## src/tsrs_pkg.sv

```systemverilog
// ----------------------------------------------------------------------------
// tsrs_pkg
// Shared types and constants of the tracker song row sequencer.
// ----------------------------------------------------------------------------
package tsrs_pkg;

    localparam int ROWS_PER_PATTERN = 64;
    localparam int ROW_W            = $clog2(ROWS_PER_PATTERN);

    localparam logic [8:0] ROW_LAST    = 9'(ROWS_PER_PATTERN - 1);
    localparam logic [7:0] NO_LOOP     = 8'hff;
    localparam logic [7:0] LOOP_MAX    = 8'hff;
    localparam logic [7:0] TEMPO_RESET = 8'd125;
    localparam logic [7:0] SPEED_RESET = 8'd6;
    localparam logic [7:0] SONG_LENGTH_RESET = 8'd1;

    // item modes
    localparam logic [1:0] MODE_BEGIN_ROW = 2'd0;
    localparam logic [1:0] MODE_CHAN_FX   = 2'd1;
    localparam logic [1:0] MODE_END_ROW   = 2'd2;

    // song-level effects
    localparam logic [2:0] FX_NONE  = 3'd0;
    localparam logic [2:0] FX_JUMP  = 3'd1;
    localparam logic [2:0] FX_BREAK = 3'd2;
    localparam logic [2:0] FX_PLOOP = 3'd3;
    localparam logic [2:0] FX_DELAY = 3'd4;
    localparam logic [2:0] FX_TEMPO = 3'd5;
    localparam logic [2:0] FX_SPEED = 3'd6;

    // configuration register indexes
    localparam logic [1:0] REG_SONG_LENGTH = 2'd0;
    localparam logic [1:0] REG_LOOP_START  = 2'd1;

    typedef struct packed {
        logic [1:0] mode;
        logic [2:0] effect;
        logic [7:0] param;
    } seq_req_t;

    typedef struct packed {
        logic [7:0] cur_position;
        logic [5:0] cur_row;
        logic [8:0] row_ticks;
        logic [7:0] tempo_out;
        logic       loop_marker;
        logic [7:0] loops_done;
    } seq_rsp_t;

    typedef struct packed {
        logic [7:0]       position;
        logic [ROW_W-1:0] row;
        logic [7:0]       pend_position;
        logic [8:0]       pend_row;
        logic [ROW_W-1:0] repeat_row;
        logic [7:0]       repeat_count;
        logic [7:0]       speed;
        logic [8:0]       tick_total;
        logic [7:0]       tempo;
        logic [7:0]       loop_count;
        logic             loop_armed;
    } seq_state_t;

    // sequencer state after reset
    localparam seq_state_t STATE_RESET = '{
        position:      '0,
        row:           '0,
        pend_position: '0,
        pend_row:      '0,
        repeat_row:    '0,
        repeat_count:  '0,
        speed:         SPEED_RESET,
        tick_total:    '0,
        tempo:         TEMPO_RESET,
        loop_count:    '0,
        loop_armed:    1'b1
    };

    // step strobe and request handed from the input stage to the core
    typedef struct packed {
        logic     step;
        seq_req_t req;
    } seq_step_t;

endpackage

```

## src/tsrs_in_stage.sv

```systemverilog
// ----------------------------------------------------------------------------
// tsrs_in_stage
// Input request register with valid/ready handshake.
// ----------------------------------------------------------------------------
module tsrs_in_stage (
    input  logic               aclk,
    input  logic               aresetn,
    input  logic               s_valid,
    output logic               s_ready,
    input  tsrs_pkg::seq_req_t s_data,
    input  logic               advance,
    output tsrs_pkg::seq_step_t step_out
);

    logic               valid_reg;
    logic               valid_next;
    tsrs_pkg::seq_req_t req_reg;

    // slot frees when its request moves on this cycle
    assign s_ready = !valid_reg || advance;

    always_comb begin
        valid_next = valid_reg;
        if (s_ready) begin
            valid_next = s_valid;
        end
    end

    always_ff @(posedge aclk) begin
        if (!aresetn) begin
            valid_reg <= 1'b0;
        end else begin
            valid_reg <= valid_next;
        end
    end

    always_ff @(posedge aclk) begin
        if (s_valid && s_ready) begin
            req_reg <= s_data;
        end
    end

    assign step_out.step = valid_reg && advance;
    assign step_out.req  = req_reg;

endmodule

```

## src/tsrs_core.sv

```systemverilog
// ----------------------------------------------------------------------------
// tsrs_core
// Song position state, configuration registers and per-request update.
// ----------------------------------------------------------------------------
module tsrs_core (
    input  logic                aclk,
    input  logic                aresetn,
    input  logic                cfg_wr_en,
    input  logic [1:0]          cfg_index,
    input  logic [7:0]          cfg_wr_data,
    input  tsrs_pkg::seq_step_t step_in,
    output tsrs_pkg::seq_rsp_t  rsp
);

    tsrs_pkg::seq_state_t st_reg;
    tsrs_pkg::seq_state_t st_next;
    tsrs_pkg::seq_state_t upd;
    logic [7:0]           song_length_reg;
    logic [7:0]           song_length_next;
    logic [7:0]           loop_start_reg;
    logic [7:0]           loop_start_next;
    logic                 marker;
    logic [1:0]           loop_inc;
    logic [8:0]           loop_sum;
    logic [8:0]           rc_inc;
    logic [8:0]           nr;
    logic [7:0]           np;

    always_comb begin
        upd      = st_reg;
        marker   = 1'b0;
        loop_inc = 2'd0;
        rc_inc   = 9'(st_reg.repeat_count) + 9'd1;
        nr       = st_reg.pend_row;
        np       = st_reg.pend_position;

        case (step_in.req.mode)
            tsrs_pkg::MODE_BEGIN_ROW: begin
                upd.tick_total = 9'(st_reg.speed);
                upd.pend_row   = 9'(st_reg.row) + 9'd1;
                if (st_reg.loop_armed && loop_start_reg != tsrs_pkg::NO_LOOP
                        && loop_start_reg == st_reg.position) begin
                    marker         = 1'b1;
                    upd.loop_armed = 1'b0;
                end
            end
            tsrs_pkg::MODE_CHAN_FX: begin
                case (step_in.req.effect)
                    tsrs_pkg::FX_JUMP: begin
                        if (step_in.req.param == st_reg.position) begin
                            loop_inc = 2'd1;
                        end
                        upd.pend_position = step_in.req.param;
                        upd.pend_row      = 9'd0;
                    end
                    tsrs_pkg::FX_BREAK: begin
                        upd.pend_position = st_reg.pend_position + 8'd1;
                        upd.pend_row      = 9'(step_in.req.param);
                    end
                    tsrs_pkg::FX_PLOOP: begin
                        if (step_in.req.param == 8'd0) begin
                            upd.repeat_row = st_reg.row;
                        end else if (rc_inc <= 9'(step_in.req.param)) begin
                            upd.repeat_count  = rc_inc[7:0];
                            upd.pend_row      = 9'(st_reg.repeat_row);
                            upd.pend_position = st_reg.position;
                        end else begin
                            // loop finished
                            upd.repeat_count = 8'd0;
                        end
                    end
                    tsrs_pkg::FX_DELAY: begin
                        upd.tick_total = 9'(st_reg.speed) + 9'(step_in.req.param);
                    end
                    tsrs_pkg::FX_TEMPO: begin
                        upd.tempo = step_in.req.param;
                    end
                    tsrs_pkg::FX_SPEED: begin
                        if (step_in.req.param != 8'd0) begin
                            upd.speed      = step_in.req.param;
                            upd.tick_total = 9'(step_in.req.param);
                        end
                    end
                    default: begin
                    end
                endcase
            end
            tsrs_pkg::MODE_END_ROW: begin
                if (nr > tsrs_pkg::ROW_LAST) begin
                    nr = 9'd0;
                    np = np + 8'd1;
                end
                if (np < st_reg.position) begin
                    loop_inc = loop_inc + 2'd1;
                end
                if (np >= song_length_reg) begin
                    np       = 8'd0;
                    loop_inc = loop_inc + 2'd1;
                end
                upd.position      = np;
                upd.row           = tsrs_pkg::ROW_W'(nr);
                upd.pend_position = np;
                upd.pend_row      = nr;
            end
            default: begin
            end
        endcase

        loop_sum = 9'(st_reg.loop_count) + 9'(loop_inc);
        if (loop_sum > 9'(tsrs_pkg::LOOP_MAX)) begin
            upd.loop_count = tsrs_pkg::LOOP_MAX;
        end else begin
            upd.loop_count = loop_sum[7:0];
        end
    end

    always_comb begin
        st_next          = step_in.step ? upd : st_reg;
        song_length_next = song_length_reg;
        loop_start_next  = loop_start_reg;
        if (cfg_wr_en) begin
            case (cfg_index)
                tsrs_pkg::REG_SONG_LENGTH: song_length_next = cfg_wr_data;
                tsrs_pkg::REG_LOOP_START: begin
                    loop_start_next    = cfg_wr_data;
                    st_next.loop_armed = 1'b1;
                end
                default: begin
                end
            endcase
        end
    end

    always_ff @(posedge aclk) begin
        if (!aresetn) begin
            st_reg          <= tsrs_pkg::STATE_RESET;
            song_length_reg <= tsrs_pkg::SONG_LENGTH_RESET;
            loop_start_reg  <= tsrs_pkg::NO_LOOP;
        end else begin
            st_reg          <= st_next;
            song_length_reg <= song_length_next;
            loop_start_reg  <= loop_start_next;
        end
    end

    // response shows the state after the request
    assign rsp.cur_position = upd.position;
    assign rsp.cur_row      = 6'(upd.row);
    assign rsp.row_ticks    = (upd.tick_total == 9'd0) ? 9'd1 : upd.tick_total;
    assign rsp.tempo_out    = upd.tempo;
    assign rsp.loop_marker  = marker;
    assign rsp.loops_done   = upd.loop_count;

endmodule

```

## src/tracker_song_row_sequencer_unit.sv

```systemverilog
// ----------------------------------------------------------------------------
// tracker_song_row_sequencer_unit
// Song position and row sequencer of a tracker module player.
// ----------------------------------------------------------------------------
// Each request is one event of the player: begin-row, channel effect or
// end-row, and each returns exactly one response with the position, row,
// row tick count, tempo, loop marker and song loop count as they stand after
// that request. Requests enter a one-deep input register; the state update
// from that register and the capture of the response in an output register
// happen in the same cycle, and one request is taken in every cycle while
// the response side keeps up. A stalled response holds the output register
// and so the input register, which then takes a request only while empty.
// Configuration (song length at index 0, loop start at index 1) is written
// by the user through the plain write port only while no request is in
// flight; the block itself does not enforce this. Writing loop start re-arms
// the loop marker. Writes to other indexes are ignored.
// ----------------------------------------------------------------------------
module tracker_song_row_sequencer_unit (
    input  logic               aclk,
    input  logic               aresetn,
    // configuration write port
    input  logic               cfg_wr_en,
    input  logic [1:0]         cfg_index,
    input  logic [7:0]         cfg_wr_data,
    // request channel
    input  logic               s_valid,
    output logic               s_ready,
    input  tsrs_pkg::seq_req_t s_data,
    // response channel
    output logic               m_valid,
    input  logic               m_ready,
    output tsrs_pkg::seq_rsp_t m_data
);

    logic                advance;
    tsrs_pkg::seq_step_t step;
    tsrs_pkg::seq_rsp_t  rsp;
    logic                m_valid_reg;
    logic                m_valid_next;
    tsrs_pkg::seq_rsp_t  m_data_reg;

    // output register can take a new response when empty or being drained
    assign advance = !m_valid_reg || m_ready;

    tsrs_in_stage u_in_stage (
        .aclk     (aclk),
        .aresetn  (aresetn),
        .s_valid  (s_valid),
        .s_ready  (s_ready),
        .s_data   (s_data),
        .advance  (advance),
        .step_out (step)
    );

    // state update happens in the same cycle the response is captured
    tsrs_core u_core (
        .aclk        (aclk),
        .aresetn     (aresetn),
        .cfg_wr_en   (cfg_wr_en),
        .cfg_index   (cfg_index),
        .cfg_wr_data (cfg_wr_data),
        .step_in     (step),
        .rsp         (rsp)
    );

    always_comb begin
        m_valid_next = m_valid_reg;
        if (advance) begin
            m_valid_next = step.step;
        end
    end

    always_ff @(posedge aclk) begin
        if (!aresetn) begin
            m_valid_reg <= 1'b0;
        end else begin
            m_valid_reg <= m_valid_next;
        end
    end

    // response payload, no reset needed
    always_ff @(posedge aclk) begin
        if (step.step) begin
            m_data_reg <= rsp;
        end
    end

    assign m_valid = m_valid_reg;
    assign m_data  = m_data_reg;

endmodule
```

## config.mk

```make
export PLATFORM = sky130hd
export DESIGN_NAME = tracker_song_row_sequencer_unit
export DESIGN_NICKNAME = d
export VERILOG_FILES = /design/src/tsrs_pkg.sv /design/src/tsrs_in_stage.sv /design/src/tsrs_core.sv /design/src/tracker_song_row_sequencer_unit.sv
export SDC_FILE = /design/constraint.sdc
export NUM_CORES = 1
export LEC_CHECK = 0
export BUFFER_PORTS_ARGS = -buffer_cell sky130_fd_sc_hd__buf_2
export CAP_MARGIN = 20
export CORE_AREA = 2 2 139 141
export CTS_BUF_LIST = sky130_fd_sc_hd__clkbuf_2
export CTS_CLUSTER_DIAMETER = 40
export DETAILED_ROUTE_END_ITERATION = 16
export DIE_AREA = 0 0 141 143
export GPL_ROUTABILITY_DRIVEN = 0
export GPL_TIMING_DRIVEN = 0
export PLACE_DENSITY = 0.68
export SLEW_MARGIN = 20
export SYNTH_ARGS = -nofsm -noshare
export SYNTH_HDL_FRONTEND = slang
export SYNTH_HIERARCHICAL = 1
export SYNTH_SLANG_ARGS = --single-unit
```

## constraint.sdc

```tcl
create_clock -name aclk -period 5.2 [get_ports aclk]
set_input_delay 0 -clock aclk [delete_from_list [all_inputs] [get_ports aclk]]
set_output_delay 0 -clock aclk [all_outputs]
set_load 0.01 [all_outputs]
```

==> flow_summary.json <==
{
  "status": "completed",
  "vias_per_cell": 5.549,
  "mapped_nets": 996,
  "area_growth_syn_to_layout_pct": 18.05,
  "ys_ff_latch": 149,
  "synth_top_flop_cell": "dfxtp_1",
  "synth.avg_cell_area_um2": 8.972,
  "fp.dieArea_um2": 20160,
  "total_power_uw": 2273,
  "finalSetupViolCount": 0,
  "clkLatencyLatePin_ns": 0.74,
  "period_minus_slack_ns": 4.904,
  "max-slew-margin-rel": 0.3376,
  "die_x_um": 141,
  "fmaxAchievable_mhz": 203.9,
  "cts_tree": "done",
  "first_iter_violations": 648,
  "drv_slew": 0,
  "worstSetupPathType": "reg2reg",
  "drive_above_1_share": 0.1567,
  "combined_area_of_all_synthesized_cells_um2": 8299,
  "drc": 0,
  "num_vias": 7358,
  "hold_class": "in2reg",
  "boundaryPins": 70,
  "power_density_nw_per_um2": 232.0,
  "cp-end-kind": "register",
  "utilization": 0.5273,
  "reg2reg_path_depth": 21,
  "worstPathRequired_ns": 5.72,
  "layout_skew_ns": 0.04311,
  "setup_slack_placement_ns": 0.1517,
  "global_route.usage.total": 0.2306,
  "timing_worst_slew_pin_value_ns": 0.9937,
  "drt-pass1-iter-count": 6,
  "final_antenna_net_count": 0,
  "sequential_fraction_of_the_synthesis_area": 0.4233,
  "clockBufferDepth": 2,
  "total_detailed_routing_wirelength_mm": 22.85,
  "synth-edff-count": 53,
  "buffers_on_ports": 69,
  "syn-instance-count": 925,
  "clock_tree.htree_level_count": 4,
  "largest_net_degree_at_the_start_of_global_routing": 43,
  "fin_setup_tns_ns": 0,
  "grt_first_pass_wirelength_mm": 36.20,
  "finalWorstSetupSlack_ns": 0.2965,
  "critical_path.max_fanout": 10,
  "dp.final_hpwl_mm": 15.78,
  "leakage_uw": 0.003968,
  "period_share": 0.9430,
  "holdPathStages": 4,
  "gr-total-overflow": 0,
  "worst_ir_drop_vdd_v": 0.0001154,
  "ys_types": 74,
  "max_cap_viol_count": 0,
  "async_flop_share": 0,
  "floorplan.core_area_um2": 18580,
  "crit_arrival_ns": 5.42,
  "cts_inserted_buffers": 17,
  "largest_reg_flops": 78,
  "num-nets-final": 1149,
  "start_util": 0.4467,
  "final_hold_viol_count": 0,
  "count_of_clock_tree_sinks": 149,
  "routed_wirelength_normalized_by_instance_count_um": 17.23,
  "grt_antenna_before_repair": 1,
  "die_height_um": 143,
  "rows": 50,
  "first_global_vias": 6969,
  "start_kind": "register",
  "synth_warnings": 6,
  "cts_root_buf": "clkbuf_2",
  "clkTransAtPathRegs_ns": 0.21,
  "grt_setup_unrepaired": "false"
}
==> timing repair <==
action / in CTS / in global routing
setup endpoints to repair: 0 / 8
hold buffers: 64 / 0
hold endpoints to repair: 57 / 0
gates resized for setup: 0 / 4
buffers inserted: 0 / 1
==> synthesized netlist by cell type (6+ instances only) <==
library cell | instances | area share
o21ai_0 | 46 | 0.028
a41oi_1 | 7 | 0.0074
inv_1 | 48 | 0.022
nor2_1 | 102 | 0.046
a211oi_1 | 9 | 0.0081
buf_2 | 9 | 0.0054
mux2i_1 | 15 | 0.018
xor2_1 | 11 | 0.012
a311oi_2 | 7 | 0.013
a31oi_1 | 10 | 0.0075
edfxtp_1 | 53 | 0.19
buf_4 | 31 | 0.028
nand3_1 | 38 | 0.023
a21o_1 | 6 | 0.0054
xnor2_1 | 29 | 0.031
nand4_1 | 10 | 0.0075
ha_1 | 41 | 0.062
dfxtp_1 | 96 | 0.23
a21oi_1 | 63 | 0.038
nor3_1 | 12 | 0.0072
clkbuf_1 | 34 | 0.015
nand2_1 | 111 | 0.050
a32oi_1 | 12 | 0.013
==> final timing paths <==
kind	slack, ns	from	endpoint
worst min register to register	0.49	u_core/st_reg[52]	u_core/st_reg[69]
worst min-delay path	0.05	cfg_wr_data[4]	u_core/song_length_reg[4]
worst max register to register	0.30	u_core/st_reg[57]	m_data[3]
worst max-delay path	0.30	u_core/st_reg[57]	m_data[3]
==> cell type report <==
type / count / area (um^2)
clock inverter: 13 / 110.1
fill: 1720 / 8783
antenna: 1 / 2.502
clock buffer: 19 / 95.09
multi-input combinational: 646 / 4149
sequential: 149 / 3513
tap: 234 / 292.8
inverter: 48 / 180.2
buffer: 82 / 460.4
timing repair buffer: 134 / 993.5
==> per-layer routing <==
| metal | vias to the layer above | routed length (um) | global-route usage |
|---|---|---|---|
| li1 | 3581 | - | - |
| met1 | 3442 | 10020 | 0.3007 |
| met2 | 291 | 10730 | 0.3846 |
| met3 | 44 | 1562 | 0.03991 |
| met4 | 0 | 535 | 0.08842 |
| met5 | - | 0 | 0 |
==> worst max-delay path: stages (launching register included) <==
cell	delay [ns]
dfxtp_1	0.47
ha_1	0.26
nand3_1	0.19
nor2_1	0.16
xor2_1	0.34
ha_1	0.32
a21oi_1	0.19
nand2_1	0.08
o21ai_0	0.09
a31oi_1	0.08
a31oi_1	0.23
ha_1	0.27
nand3_1	0.10
o31ai_1	0.12
ha_1	0.23
fa_1	0.45
and3_1	0.25
and3_1	0.21
nand3_1	0.16
clkbuf_2	0.25
o21ai_0	0.11
buf_4	0.14
==> where the power goes <==
part	internal, uW	switching (uW)
sequential	1260	39.5
combinational	160	215
clock	172	428
==> cells in the final DEF, fill, tap and decap left out, types with 15 or more instances in the layout <==
cell type      count
nand2_1          111
nor2_1           102
dfxtp_1           96
buf_2             78
dlygate4sd3_1     64
a21oi_1           63
edfxtp_1          53
inv_1             48
o21ai_0           46
ha_1              41
nand3_1           38
clkbuf_1          32
buf_4             32
xnor2_1           29
clkbuf_2          21
mux2i_1           15
==> kinds of logic after synthesis <==
logic type,synth area share
compound gates,0.1782
xor+xnor,0.04221
fa+ha+maj,0.06664
buf+inv,0.07689
flops,0.4233
mux,0.02216
simple gates,0.1906
==> stage by stage <==
step	cell area, um^2	hold slack [ns]	instances
after floorplan	8299	0.09887	925
after global placement	8937	0.1784	1228
after detailed placement	8937	0.1787	1228
after CTS	9783	0.001812	1324
after global routing	9797	0.03142	1326
final	9797	0.04534	1326
Power figures use the tool's default switching activity.
